### src/hw/rtl/cdr_pkg.sv
// Shared constants, types and helper functions of the captive DNS responder.
package cdr_pkg;

   // Sizing of the packet store and of byte positions within a datagram.
   localparam int MAX_PACKET_BYTES_DEF = 304;
   localparam int POS_W                = 9;
   localparam int HEADER_BYTES         = 12;
   localparam int ANSWER_BYTES         = 16;
   localparam int LABEL_LIMIT          = 63;
   localparam logic [POS_W-1:0] POS_SATURATE = '1;
   localparam int QUESTION_TAIL        = 5;

   // Header positions that are checked or rewritten.
   localparam int QDCOUNT_HI_POS = 4;
   localparam int QDCOUNT_LO_POS = 5;
   localparam int FLAGS_HI_POS   = 2;
   localparam int FLAGS_LO_POS   = 3;
   localparam int ANCOUNT_HI_POS = 6;
   localparam int ANCOUNT_LO_POS = 7;

   localparam logic [7:0] FLAGS_HI   = 8'h81;
   localparam logic [7:0] FLAGS_LO   = 8'h80;
   localparam logic [7:0] ANCOUNT_HI = 8'h00;
   localparam logic [7:0] ANCOUNT_LO = 8'h01;

   // Answer record fields.
   localparam logic [15:0] NAME_POINTER = 16'hC00C;
   localparam logic [15:0] TYPE_A       = 16'h0001;
   localparam logic [15:0] CLASS_IN     = 16'h0001;
   localparam logic [15:0] RDATA_LENGTH = 16'h0004;

   // Configuration port.
   localparam int CSR_ADDR_W = 3;
   localparam int CSR_DATA_W = 32;
   localparam logic REG_ANSWER_ADDRESS = 1'b0;
   localparam logic REG_ANSWER_TTL     = 1'b1;
   localparam logic [31:0] ANSWER_ADDRESS_RESET = 32'hC0A8_0401;
   localparam logic [31:0] ANSWER_TTL_RESET     = 32'd60;

   typedef enum logic [1:0] {
      ST_IDLE,
      ST_JUDGE,
      ST_FETCH,
      ST_SEND
   } reply_state_type;

   // Status of the datagram being received, from the intake to the reply logic.
   typedef struct packed {
      logic [POS_W-1:0] length;
      logic             accept;
      logic             final_taken;
   } parse_status_type;

   // Control from the reply logic back to the intake.
   typedef struct packed {
      logic intake_en;
      logic clear;
   } reply_ctrl_type;

   // Byte of the appended answer record at offset idx.
   function automatic logic [7:0] answer_byte(input logic [3:0]  idx,
                                              input logic [31:0] address,
                                              input logic [31:0] ttl);
      logic [7:0] b;
      case (idx)
         4'd0:    b = NAME_POINTER[15:8];
         4'd1:    b = NAME_POINTER[7:0];
         4'd2:    b = TYPE_A[15:8];
         4'd3:    b = TYPE_A[7:0];
         4'd4:    b = CLASS_IN[15:8];
         4'd5:    b = CLASS_IN[7:0];
         4'd6:    b = ttl[31:24];
         4'd7:    b = ttl[23:16];
         4'd8:    b = ttl[15:8];
         4'd9:    b = ttl[7:0];
         4'd10:   b = RDATA_LENGTH[15:8];
         4'd11:   b = RDATA_LENGTH[7:0];
         4'd12:   b = address[31:24];
         4'd13:   b = address[23:16];
         4'd14:   b = address[15:8];
         default: b = address[7:0];
      endcase
      return b;
   endfunction

endpackage

### src/hw/rtl/cdr_if.sv
// Handshake channel interfaces for query bytes in and reply words out.
interface cdr_req_if;
   logic       valid;
   logic       ready;
   logic [7:0] packet_byte;
   logic       final_byte;

   modport source (output valid, output packet_byte, output final_byte, input ready);
   modport sink   (input valid, input packet_byte, input final_byte, output ready);
endinterface

interface cdr_rsp_if;
   logic        valid;
   logic        ready;
   logic [63:0] reply_word;
   logic [3:0]  valid_bytes;
   logic        end_of_reply;
   logic        query_dropped;

   modport source (output valid, output reply_word, output valid_bytes,
                   output end_of_reply, output query_dropped, input ready);
   modport sink   (input valid, input reply_word, input valid_bytes,
                   input end_of_reply, input query_dropped, output ready);
endinterface

### src/hw/rtl/cdr_csr.sv
// Configuration registers for the answer address and time to live.
module cdr_csr (
   input  logic                           clock,
   input  logic                           reset,
   input  logic                           csr_psel,
   input  logic                           csr_penable,
   input  logic                           csr_pwrite,
   input  logic [cdr_pkg::CSR_ADDR_W-1:0] csr_paddr,
   input  logic [cdr_pkg::CSR_DATA_W-1:0] csr_pwdata,
   output logic [cdr_pkg::CSR_DATA_W-1:0] csr_prdata,
   output logic                           csr_pready,
   output logic [31:0]                    answer_address,
   output logic [31:0]                    answer_ttl
);
   import cdr_pkg::*;

   logic [31:0] address_ff;
   logic [31:0] ttl_ff;
   logic        write_en;
   logic        reg_index;

   assign csr_pready = 1'b1;
   assign reg_index  = csr_paddr[2];
   assign write_en   = csr_psel && csr_penable && csr_pwrite && csr_pready;

   always_ff @(posedge clock) begin
      if (reset) begin
         address_ff <= ANSWER_ADDRESS_RESET;
         ttl_ff     <= ANSWER_TTL_RESET;
      end else if (write_en) begin
         unique case (reg_index)
            REG_ANSWER_ADDRESS: address_ff <= csr_pwdata;
            REG_ANSWER_TTL:     ttl_ff     <= csr_pwdata;
            default: ;
         endcase
      end
   end

   always_comb begin
      unique case (reg_index)
         REG_ANSWER_ADDRESS: csr_prdata = address_ff;
         REG_ANSWER_TTL:     csr_prdata = ttl_ff;
         default:            csr_prdata = '0;
      endcase
   end

   assign answer_address = address_ff;
   assign answer_ttl     = ttl_ff;

endmodule

### src/hw/rtl/cdr_store.sv
// Packet store: rows of eight bytes, one byte written and one row read per cycle.
module cdr_store #(
   parameter int MAX_PACKET_BYTES = cdr_pkg::MAX_PACKET_BYTES_DEF,
   localparam int ROWS  = (MAX_PACKET_BYTES + 7) / 8,
   localparam int ROW_W = $clog2(ROWS)
) (
   input  logic             clock,
   input  logic             wr_en,
   input  logic [ROW_W-1:0] wr_row,
   input  logic [2:0]       wr_lane,
   input  logic [7:0]       wr_data,
   input  logic             rd_en,
   input  logic [ROW_W-1:0] rd_row,
   output logic [63:0]      rd_data
);
   import cdr_pkg::*;

   logic [7:0] mem [ROWS][8];

   always_ff @(posedge clock) begin
      if (wr_en) begin
         mem[wr_row][wr_lane] <= wr_data;
      end
   end

   // Lane 0 holds the earliest byte and is read out in the top byte.
   always_ff @(posedge clock) begin
      if (rd_en) begin
         for (int k = 0; k < 8; k++) begin
            rd_data[63-8*k -: 8] <= mem[rd_row][k];
         end
      end
   end

endmodule

### src/hw/rtl/cdr_parse.sv
// Byte intake: stores query bytes and follows the question name label by label.
module cdr_parse #(
   parameter int MAX_PACKET_BYTES = cdr_pkg::MAX_PACKET_BYTES_DEF,
   localparam int ROWS  = (MAX_PACKET_BYTES + 7) / 8,
   localparam int ROW_W = $clog2(ROWS)
) (
   input  logic                      clock,
   input  logic                      reset,
   cdr_req_if.sink                   req_chan,
   input  cdr_pkg::reply_ctrl_type   ctrl,
   output cdr_pkg::parse_status_type status,
   output logic                      wr_en,
   output logic [ROW_W-1:0]          wr_row,
   output logic [2:0]                wr_lane,
   output logic [7:0]                wr_data
);
   import cdr_pkg::*;

   logic [POS_W-1:0] count_ff, count_in;
   logic [POS_W-1:0] label_pos_ff, label_pos_in;
   logic [POS_W-1:0] qend_ff, qend_in;
   logic             term_ff, term_in;
   logic             err_ff, err_in;
   logic             qd_hi_zero_ff;
   logic             qd_lo_one_ff;
   logic             take;
   logic             room;
   logic [POS_W:0]   next_sum;

   assign req_chan.ready = ctrl.intake_en;

   always_comb begin
      take     = req_chan.valid && req_chan.ready;
      room     = count_ff < POS_W'(MAX_PACKET_BYTES);
      next_sum = (POS_W+1)'(count_ff) + (POS_W+1)'(req_chan.packet_byte) + (POS_W+1)'(1);

      count_in     = count_ff;
      label_pos_in = label_pos_ff;
      qend_in      = qend_ff;
      term_in      = term_ff;
      err_in       = err_ff;

      if (ctrl.clear) begin
         count_in     = '0;
         label_pos_in = POS_W'(HEADER_BYTES);
         qend_in      = '0;
         term_in      = 1'b0;
         err_in       = 1'b0;
      end else if (take && room) begin
         count_in = count_ff + POS_W'(1);
         if (!term_ff && !err_ff && count_ff == label_pos_ff) begin
            if (req_chan.packet_byte == 8'd0) begin
               term_in = 1'b1;
               qend_in = count_ff + POS_W'(QUESTION_TAIL);
            end else if (req_chan.packet_byte > 8'(LABEL_LIMIT)) begin
               err_in = 1'b1;
            end else begin
               label_pos_in = next_sum[POS_W] ? POS_SATURATE : next_sum[POS_W-1:0];
            end
         end
      end
   end

   always_ff @(posedge clock) begin
      if (reset) begin
         count_ff     <= '0;
         label_pos_ff <= POS_W'(HEADER_BYTES);
         qend_ff      <= '0;
         term_ff      <= 1'b0;
         err_ff       <= 1'b0;
      end else begin
         count_ff     <= count_in;
         label_pos_ff <= label_pos_in;
         qend_ff      <= qend_in;
         term_ff      <= term_in;
         err_ff       <= err_in;
      end
   end

   // Copies of the question count bytes, so that the check needs no store read.
   always_ff @(posedge clock) begin
      if (take && room && count_ff == POS_W'(QDCOUNT_HI_POS)) begin
         qd_hi_zero_ff <= req_chan.packet_byte == 8'd0;
      end
      if (take && room && count_ff == POS_W'(QDCOUNT_LO_POS)) begin
         qd_lo_one_ff <= req_chan.packet_byte == 8'd1;
      end
   end

   assign wr_en   = take && room;
   assign wr_row  = count_ff[ROW_W+2:3];
   assign wr_lane = count_ff[2:0];
   assign wr_data = req_chan.packet_byte;

   assign status.length      = count_ff;
   assign status.final_taken = take && req_chan.final_byte;
   assign status.accept      = term_ff && !err_ff && (qend_ff <= count_ff) &&
                               (count_ff >= POS_W'(HEADER_BYTES)) &&
                               qd_hi_zero_ff && qd_lo_one_ff;

endmodule

### src/hw/rtl/cdr_reply.sv
// Reply sequencer: judges the query and streams the reply out word by word.
module cdr_reply #(
   parameter int MAX_PACKET_BYTES = cdr_pkg::MAX_PACKET_BYTES_DEF,
   localparam int ROWS    = (MAX_PACKET_BYTES + 7) / 8,
   localparam int ROW_W   = $clog2(ROWS),
   localparam int WORDS   = (MAX_PACKET_BYTES + cdr_pkg::ANSWER_BYTES + 7) / 8,
   localparam int WPTR_W  = $clog2(WORDS),
   localparam int TOT_W   = $clog2(WORDS * 8 + 1)
) (
   input  logic                      clock,
   input  logic                      reset,
   input  cdr_pkg::parse_status_type status,
   output cdr_pkg::reply_ctrl_type   ctrl,
   input  logic [31:0]               answer_address,
   input  logic [31:0]               answer_ttl,
   output logic                      rd_en,
   output logic [ROW_W-1:0]          rd_row,
   input  logic [63:0]               rd_data,
   cdr_rsp_if.source                 rsp_chan
);
   import cdr_pkg::*;

   reply_state_type   state_ff, state_in;
   logic [WPTR_W-1:0] wptr_ff, wptr_in;
   logic [63:0]       word_ff;
   logic [3:0]        bytes_ff;
   logic              last_ff;
   logic              dropped_ff;
   logic              load_drop;
   logic              load_word;

   logic [TOT_W-1:0]  total;
   logic [TOT_W-1:0]  base;
   logic [TOT_W-1:0]  remain;
   logic [TOT_W-1:0]  len_ext;
   logic [3:0]        word_bytes;
   logic              word_last;
   logic [TOT_W-1:0]  lane_pos [8];
   logic [TOT_W-1:0]  lane_off [8];
   logic [7:0]        lane_byte [8];
   logic [63:0]       word_next;

   always_ff @(posedge clock) begin
      if (reset) begin
         state_ff <= ST_IDLE;
      end else begin
         state_ff <= state_in;
      end
   end

   always_comb begin
      state_in       = state_ff;
      wptr_in        = wptr_ff;
      rd_en          = 1'b0;
      load_drop      = 1'b0;
      load_word      = 1'b0;
      ctrl.intake_en = 1'b0;
      ctrl.clear     = 1'b0;
      unique case (state_ff)
         ST_IDLE: begin
            ctrl.intake_en = 1'b1;
            if (status.final_taken) begin
               state_in = ST_JUDGE;
            end
         end
         ST_JUDGE: begin
            if (status.accept) begin
               wptr_in  = '0;
               rd_en    = 1'b1;
               state_in = ST_FETCH;
            end else begin
               load_drop = 1'b1;
               state_in  = ST_SEND;
            end
         end
         ST_FETCH: begin
            load_word = 1'b1;
            state_in  = ST_SEND;
         end
         ST_SEND: begin
            if (rsp_chan.ready) begin
               if (last_ff) begin
                  ctrl.clear = 1'b1;
                  state_in   = ST_IDLE;
               end else begin
                  wptr_in  = wptr_ff + WPTR_W'(1);
                  rd_en    = 1'b1;
                  state_in = ST_FETCH;
               end
            end
         end
         default: state_in = ST_IDLE;
      endcase
      // Rows past the stored bytes carry only answer bytes, so any row will do.
      rd_row = (wptr_in < WPTR_W'(ROWS)) ? wptr_in[ROW_W-1:0] : '0;
   end

   // Word assembly: stored bytes with the header rewritten, then the answer record.
   always_comb begin
      len_ext    = TOT_W'(status.length);
      total      = len_ext + TOT_W'(ANSWER_BYTES);
      base       = TOT_W'({wptr_ff, 3'b000});
      remain     = total - base;
      word_bytes = (remain > TOT_W'(8)) ? 4'd8 : remain[3:0];
      word_last  = remain <= TOT_W'(8);
      for (int k = 0; k < 8; k++) begin
         lane_pos[k]  = base + TOT_W'(k);
         lane_off[k]  = lane_pos[k] - len_ext;
         lane_byte[k] = rd_data[63-8*k -: 8];
         if (base == '0) begin
            case (k)
               FLAGS_HI_POS:   lane_byte[k] = FLAGS_HI;
               FLAGS_LO_POS:   lane_byte[k] = FLAGS_LO;
               ANCOUNT_HI_POS: lane_byte[k] = ANCOUNT_HI;
               ANCOUNT_LO_POS: lane_byte[k] = ANCOUNT_LO;
               default: ;
            endcase
         end
         if (lane_pos[k] >= len_ext) begin
            if (lane_pos[k] < total) begin
               lane_byte[k] = answer_byte(lane_off[k][3:0], answer_address, answer_ttl);
            end else begin
               lane_byte[k] = 8'd0;
            end
         end
         word_next[63-8*k -: 8] = lane_byte[k];
      end
   end

   always_ff @(posedge clock) begin
      wptr_ff <= wptr_in;
      if (load_drop) begin
         word_ff    <= '0;
         bytes_ff   <= 4'd0;
         last_ff    <= 1'b1;
         dropped_ff <= 1'b1;
      end else if (load_word) begin
         word_ff    <= word_next;
         bytes_ff   <= word_bytes;
         last_ff    <= word_last;
         dropped_ff <= 1'b0;
      end
   end

   assign rsp_chan.valid         = state_ff == ST_SEND;
   assign rsp_chan.reply_word    = word_ff;
   assign rsp_chan.valid_bytes   = bytes_ff;
   assign rsp_chan.end_of_reply  = last_ff;
   assign rsp_chan.query_dropped = dropped_ff;

endmodule

### src/hw/rtl/captive_dns_responder.sv
// Top level of the captive DNS responder: A-record answers to DNS queries.
//
//   Channel    Direction  Carries
//   req_chan   in         one query byte per item, with a flag on the last byte
//   rsp_chan   out        one reply word per item (up to eight bytes), or a drop item
//   csr_*      in/out     APB-style register port: answer address and answer TTL
//
// Query bytes are taken only while the sequencer is idle. After the final byte, the
// judging state decides on the query; each reply word then passes through a row read
// from the packet store (the fetch state) and the output register (the send state),
// and a drop item is offered right after the judging state. The sequencer fetches a
// row only once the previous word has been taken, so it does not start a new reply
// word while the previous one is still waiting.
// No new byte is taken until the last item of a reply has been taken. Reset is
// synchronous and needs no clearing pass: the store is only read where the current
// datagram wrote it.
module captive_dns_responder #(
   parameter int MAX_PACKET_BYTES = cdr_pkg::MAX_PACKET_BYTES_DEF
) (
   input  logic                           clock,
   input  logic                           reset,
   cdr_req_if.sink                        req_chan,
   cdr_rsp_if.source                      rsp_chan,
   input  logic                           csr_psel,
   input  logic                           csr_penable,
   input  logic                           csr_pwrite,
   input  logic [cdr_pkg::CSR_ADDR_W-1:0] csr_paddr,
   input  logic [cdr_pkg::CSR_DATA_W-1:0] csr_pwdata,
   output logic [cdr_pkg::CSR_DATA_W-1:0] csr_prdata,
   output logic                           csr_pready
);
   import cdr_pkg::*;

   localparam int ROWS  = (MAX_PACKET_BYTES + 7) / 8;
   localparam int ROW_W = $clog2(ROWS);

   // Answer fields; user writes them only while no query is in flight (unenforced).
   logic [31:0] answer_address;
   logic [31:0] answer_ttl;

   // Packet store ports. Writes happen only during intake and reads only during
   // the reply, so the two never touch the same row in the same cycle.
   logic             wr_en;
   logic [ROW_W-1:0] wr_row;
   logic [2:0]       wr_lane;
   logic [7:0]       wr_data;
   logic             rd_en;
   logic [ROW_W-1:0] rd_row;
   logic [63:0]      rd_data;

   parse_status_type status;
   reply_ctrl_type   ctrl;

   cdr_csr u_csr (
      .clock          (clock),
      .reset          (reset),
      .csr_psel       (csr_psel),
      .csr_penable    (csr_penable),
      .csr_pwrite     (csr_pwrite),
      .csr_paddr      (csr_paddr),
      .csr_pwdata     (csr_pwdata),
      .csr_prdata     (csr_prdata),
      .csr_pready     (csr_pready),
      .answer_address (answer_address),
      .answer_ttl     (answer_ttl)
   );

   // The intake writes each byte into its row and lane and follows the labels.
   cdr_parse #(
      .MAX_PACKET_BYTES (MAX_PACKET_BYTES)
   ) u_parse (
      .clock    (clock),
      .reset    (reset),
      .req_chan (req_chan),
      .ctrl     (ctrl),
      .status   (status),
      .wr_en    (wr_en),
      .wr_row   (wr_row),
      .wr_lane  (wr_lane),
      .wr_data  (wr_data)
   );

   cdr_store #(
      .MAX_PACKET_BYTES (MAX_PACKET_BYTES)
   ) u_store (
      .clock   (clock),
      .wr_en   (wr_en),
      .wr_row  (wr_row),
      .wr_lane (wr_lane),
      .wr_data (wr_data),
      .rd_en   (rd_en),
      .rd_row  (rd_row),
      .rd_data (rd_data)
   );

   // The sequencer reads one row per reply word, merges the rewritten header and
   // the answer record, and clears the intake state after the last item.
   cdr_reply #(
      .MAX_PACKET_BYTES (MAX_PACKET_BYTES)
   ) u_reply (
      .clock          (clock),
      .reset          (reset),
      .status         (status),
      .ctrl           (ctrl),
      .answer_address (answer_address),
      .answer_ttl     (answer_ttl),
      .rd_en          (rd_en),
      .rd_row         (rd_row),
      .rd_data        (rd_data),
      .rsp_chan       (rsp_chan)
   );

`ifndef NO_ASSERTIONS
   // No byte is taken while a reply item is waiting.
   a_no_intake_during_reply: assert property (@(posedge clock) disable iff (reset)
      rsp_chan.valid |-> !req_chan.ready)
      else $error("query byte taken while a reply item is pending");

   // A drop item is empty and closes the datagram.
   a_drop_shape: assert property (@(posedge clock) disable iff (reset)
      (rsp_chan.valid && rsp_chan.query_dropped) |->
         (rsp_chan.valid_bytes == 4'd0 && rsp_chan.end_of_reply))
      else $error("malformed drop item");

   // A reply word carries between one and eight bytes.
   a_word_bytes: assert property (@(posedge clock) disable iff (reset)
      (rsp_chan.valid && !rsp_chan.query_dropped) |->
         (rsp_chan.valid_bytes != 4'd0 && rsp_chan.valid_bytes <= 4'd8))
      else $error("reply word with a bad byte count");

   // The final byte of a datagram is followed by the judging step, never more intake.
   a_final_stops_intake: assert property (@(posedge clock) disable iff (reset)
      (req_chan.valid && req_chan.ready && req_chan.final_byte) |=> !req_chan.ready)
      else $error("intake still open after the final byte");
`endif

endmodule
### src/flat_wrapper.sv
// flat-port wrapper written by rule: the top's interface ports become plain ports
module captive_dns_responder_flat import cdr_pkg::*;
#(
   parameter int MAX_PACKET_BYTES = cdr_pkg::MAX_PACKET_BYTES_DEF
)
  (clock, reset, csr_psel, csr_penable, csr_pwrite, csr_paddr, csr_pwdata, csr_prdata, csr_pready, req_chan_valid, req_chan_packet_byte, req_chan_final_byte, req_chan_ready, rsp_chan_valid, rsp_chan_reply_word, rsp_chan_valid_bytes, rsp_chan_end_of_reply, rsp_chan_query_dropped, rsp_chan_ready);
  cdr_req_if req_chan_i ();
  cdr_rsp_if rsp_chan_i ();
  input  logic clock;
  input  logic reset;
  input  logic csr_psel;
  input  logic csr_penable;
  input  logic csr_pwrite;
  input  logic [cdr_pkg::CSR_ADDR_W-1:0] csr_paddr;
  input  logic [cdr_pkg::CSR_DATA_W-1:0] csr_pwdata;
  output logic [cdr_pkg::CSR_DATA_W-1:0] csr_prdata;
  output logic csr_pready;
  input wire logic [$bits(req_chan_i.valid)-1:0] req_chan_valid;
  input wire logic [$bits(req_chan_i.packet_byte)-1:0] req_chan_packet_byte;
  input wire logic [$bits(req_chan_i.final_byte)-1:0] req_chan_final_byte;
  output wire logic [$bits(req_chan_i.ready)-1:0] req_chan_ready;
  output wire logic [$bits(rsp_chan_i.valid)-1:0] rsp_chan_valid;
  output wire logic [$bits(rsp_chan_i.reply_word)-1:0] rsp_chan_reply_word;
  output wire logic [$bits(rsp_chan_i.valid_bytes)-1:0] rsp_chan_valid_bytes;
  output wire logic [$bits(rsp_chan_i.end_of_reply)-1:0] rsp_chan_end_of_reply;
  output wire logic [$bits(rsp_chan_i.query_dropped)-1:0] rsp_chan_query_dropped;
  input wire logic [$bits(rsp_chan_i.ready)-1:0] rsp_chan_ready;
  assign req_chan_i.valid = req_chan_valid;
  assign req_chan_i.packet_byte = req_chan_packet_byte;
  assign req_chan_i.final_byte = req_chan_final_byte;
  assign req_chan_ready = req_chan_i.ready;
  assign rsp_chan_valid = rsp_chan_i.valid;
  assign rsp_chan_reply_word = rsp_chan_i.reply_word;
  assign rsp_chan_valid_bytes = rsp_chan_i.valid_bytes;
  assign rsp_chan_end_of_reply = rsp_chan_i.end_of_reply;
  assign rsp_chan_query_dropped = rsp_chan_i.query_dropped;
  assign rsp_chan_i.ready = rsp_chan_ready;
  captive_dns_responder #(.MAX_PACKET_BYTES(MAX_PACKET_BYTES)) u_core (.clock(clock), .reset(reset), .req_chan(req_chan_i), .rsp_chan(rsp_chan_i), .csr_psel(csr_psel), .csr_penable(csr_penable), .csr_pwrite(csr_pwrite), .csr_paddr(csr_paddr), .csr_pwdata(csr_pwdata), .csr_prdata(csr_prdata), .csr_pready(csr_pready));
endmodule
### config.mk
export PLATFORM = sky130hd
export DESIGN_NAME = captive_dns_responder_flat
export DESIGN_NICKNAME = d
export VERILOG_FILES = /design/src/hw/rtl/cdr_pkg.sv /design/src/hw/rtl/cdr_if.sv /design/src/hw/rtl/cdr_csr.sv /design/src/hw/rtl/cdr_store.sv /design/src/hw/rtl/cdr_parse.sv /design/src/hw/rtl/cdr_reply.sv /design/src/hw/rtl/captive_dns_responder.sv /design/src/flat_wrapper.sv
export SDC_FILE = /design/constraint.sdc
export NUM_CORES = 2
export LEC_CHECK = 0
export BUFFER_PORTS_ARGS = -buffer_cell sky130_fd_sc_hd__buf_2
export CORE_ASPECT_RATIO = 2
export CORE_UTILIZATION = 45
export DETAILED_ROUTE_END_ITERATION = 6
export PLACE_DENSITY_LB_ADDON = 0.15
export SLEW_MARGIN = 20
export SYNTH_ARGS = -nofsm -noshare
export SYNTH_HDL_FRONTEND = slang
export SYNTH_SLANG_ARGS = --single-unit
### constraint.sdc
create_clock -name clock -period 8.56 [get_ports clock]
set_input_delay 0 -clock clock [delete_from_list [all_inputs] [get_ports clock]]
set_output_delay 0 -clock clock [all_outputs]
set_load 0.1 [all_outputs]
==> results.txt <==
status: complete, but fails checks
failing checks: DRC
later-pin clock latency in the skew report: 0.92 ns
Num CTS Buffers: 228
GRT overflow: 0
io pins: 156
VDD IR max: 0.260 mV
most frequent cells in the layout: edfxtp_1 (2,498), nand2_1 (1,116), nor2_1 (675), a21oi_1 (335), o21ai_0 (310)
DIE AREA: 0.249 sq mm
Clock Tree Root: clkbuf_16
HP Class: in2reg
Ys Warns: 0
Fmax: 163 MHz
drt wl/cell: 34.6 um
Setup Skew: 0.0472 ns
number of flops mapped to enable cells by yosys: 2,498
hold endpoint: u_core.u_store.mem[11][58]$_DFFE_PP_
placed wire-length estimate: 270 mm
CTS sink count: 2,669
commonest non-fill, non-tap cell in the layout: edfxtp_1
final hold vios: 0
Iter 0 DRT Violations: 9,495
Gate power share: 26.8%
final standard cell utilization of the core: 50.6%
Final Instance Area: 0.124 sq mm
H-tree Lvls: 4
Non-Filler Instances: 11,900
CTS tree: built
gr usage total: 32.5%
hold_sp: req_chan_packet_byte[2]
ratio of cells with drive above 1 in the final layout: 9.90%
sequential power share: 42.8%
drc violations: 1
largest net degree at the start of global routing: 183
Max-slew headroom: 11.4%
initial antenna violation count: 17
Mean Syn Cell Area: 13.2 sq um
row count: 257
Vias: 76,100
fin crit period: 6.12 ns
max-cap violations: 0
worst setup path class: reg2reg
setup TNS: 0 ns
Leak Pwr: 39.5 nW
DR vias/cell: 6.37
Synth area leader: edfxtp_1
Final Hold Slack: 0.0347 ns
reg-to-reg startpoint: u_core.u_parse.count_ff[6]$_SDFFE_PP0P_
crit share post-route: 71.5%
Sw Ratio: 34.1%
pre-CTS setup slack: 2.46 ns
Post-Synthesis Net Count: 8,541
R2R depth: 14
Yosys top cell area share: 67.5%
setup violators final: 0
PwrDens: 274 mW/mm^2
die width: 353 um
Yosys cell types: 88
ys async rst share: 0%
Seq cells post-synth: 2,669
# nets final: 8,615
Worst Hold Depth: 2
first drt pass iteration count: 7
Initial Utilization: 45.3%
Worst R2R Setup Slack: 2.44 ns
Pint: 22.4 mW
Die H: 705 um
crit path DAT: 6.72 ns
Psw: 11.6 mW
routed wire length: 413 mm
critical path capture point type: flip-flop
CP Launch Type: flip-flop
Worst-path clk slew: 0.07 ns
port buffer count: 152
placed insts: 11,400
power after layout: 34.0 mW
Post-DRT Antenna Nets: 0
vias in the first global route: 74,500
Worst Slack Setup Final: 2.44 ns
Max Slew Vio Count: 0
Worst-Margin Slew: 1.33 ns
Routability Congestion: 0.963
required time worst endpoint: 9.16 ns
# resized after CTS: 0
cts hold-fix bufs: 108
Reg-to-Reg End: u_core.u_store.rd_data[21]$_DFFE_PP_
sequential element share of the synthesized area: 70.6%
mapped cell area: 0.111 sq mm
area grow syn2layout: 11.6%
dpl cell area: 0.116 sq mm
Post-synth top flop: edfxtp_1
dominant cells by area after synthesis: edfxtp_1 (67%), nand2_1 (3.8%), dfxtp_1 (3.1%)
Post-Syn Instances: 8,438
clk buf depth: 4
RSZ-0062 raised after global routing: false
Post-CTS Setup Bufs: 0
first-pass GRT wire length: 573 mm
worst-path fanout max: 38
Clk pwr share: 30.4%
core area: 0.245 sq mm
[how the worst max path moves through the flow]
stage / endpoint / slack, ns / startpoint
floorplan: u_core.u_store.rd_data[0]$_DFFE_PP_ / 4.34 / u_core.u_parse.count_ff[2]$_SDFFE_PP0P_
global placement: u_core.u_store.rd_data[42]$_DFFE_PP_ / 2.50 / u_core.u_parse.count_ff[6]$_SDFFE_PP0P_
detailed placement: u_core.u_store.rd_data[42]$_DFFE_PP_ / 2.46 / u_core.u_parse.count_ff[6]$_SDFFE_PP0P_
CTS: u_core.u_store.rd_data[42]$_DFFE_PP_ / 2.42 / u_core.u_parse.count_ff[6]$_SDFFE_PP0P_
global route: u_core.u_store.rd_data[19]$_DFFE_PP_ / 2.27 / u_core.u_parse.count_ff[6]$_SDFFE_PP0P_
finish: u_core.u_store.rd_data[21]$_DFFE_PP_ / 2.44 / u_core.u_parse.count_ff[6]$_SDFFE_PP0P_
[layout make-up]
cell class              count  area [sq um]
clock buffers             285          6060
fillers                 20800        121000
clock inverters           126          1080
flip-flops and latches   2669         78400
repair buffers            526          4240
well taps                3237          4050
inverters                  41           161
diodes                     12          30.0
multi-input cells        5046         30000
[cells in the mapped netlist, types with 171 or more instances]
cell type / n
nor2_1: 687
a31oi_1: 177
a21oi_1: 336
nand3_1: 234
o21ai_0: 310
dfxtp_1: 171
clkbuf_1: 442
o221ai_1: 184
nand2_1: 1121
mux2i_1: 292
nor3_1: 205
edfxtp_1: 2498
[state kept, by name (all words and copies together) (netlist names), 2 cells and up]
name,cells
u_core.u_parse.count_ff,9
u_core.u_reply.state_ff,2
u_core.u_reply.wptr_ff,6
u_core.u_parse.label_pos_ff,9
u_core.u_store.rd_data,64
u_core.u_store.mem,2432
u_core.u_reply.rsp_chan.valid_bytes,4
u_core.u_csr.answer_address,32
u_core.u_parse.qend_ff,9
u_core.u_csr.answer_ttl,32
u_core.u_reply.rsp_chan.reply_word,64
[power by group through the flow]
| stage | combinational, mW | clock [mW] | sequential, mW |
|---|---|---|---|
| floorplan | 4.86 | 0 | 15.5 |
| global placement | 8.91 | 0 | 14.8 |
| detailed placement | 8.96 | 0 | 14.8 |
| CTS | 9.02 | 10.4 | 14.6 |
| global route | 9.53 | 10.8 | 14.6 |
| finish | 9.12 | 10.3 | 14.6 |
[kinds of logic after synthesis]
family / count (synthesis) / synth area share (%)
flip-flops: 2669 / 70.6
AO/OA/AOI/OAI: 1884 / 11.7
other: 1 / 0.00337
multiplexers: 336 / 3.08
buffers and inverters: 723 / 2.73
adder cells (fa/ha/maj): 52 / 0.606
XOR/XNOR: 54 / 0.426
AND/OR/NAND/NOR: 2719 / 10.8
[metal layers]
| layer | share of wire (%) | vias up | global-route usage (%) |
|---|---|---|---|
| li1 | - | 32600 | - |
| met1 | 33 | 38400 | 35.4 |
| met4 | 9.3 | 8 | 26.1 |
| met3 | 7.0 | 1136 | 5.07 |
| met2 | 50 | 3868 | 56.0 |
| met5 | 0.012 | - | 0.0583 |
[worst max-delay path, cell delays in order (launching register included)]
cell,delay (ns)
dfxtp_1,0.63
clkinv_1,0.40
ha_1,0.42
nand4_1,0.20
or3_1,0.43
a21o_2,0.27
nor3_4,0.49
nor3_4,0.10
buf_4,0.28
nor2_4,0.62
buf_4,0.70
and3_1,0.29
a211oi_1,0.08
nor4_1,0.68
o311ai_1,0.17
(Power assumes the default switching activity.)
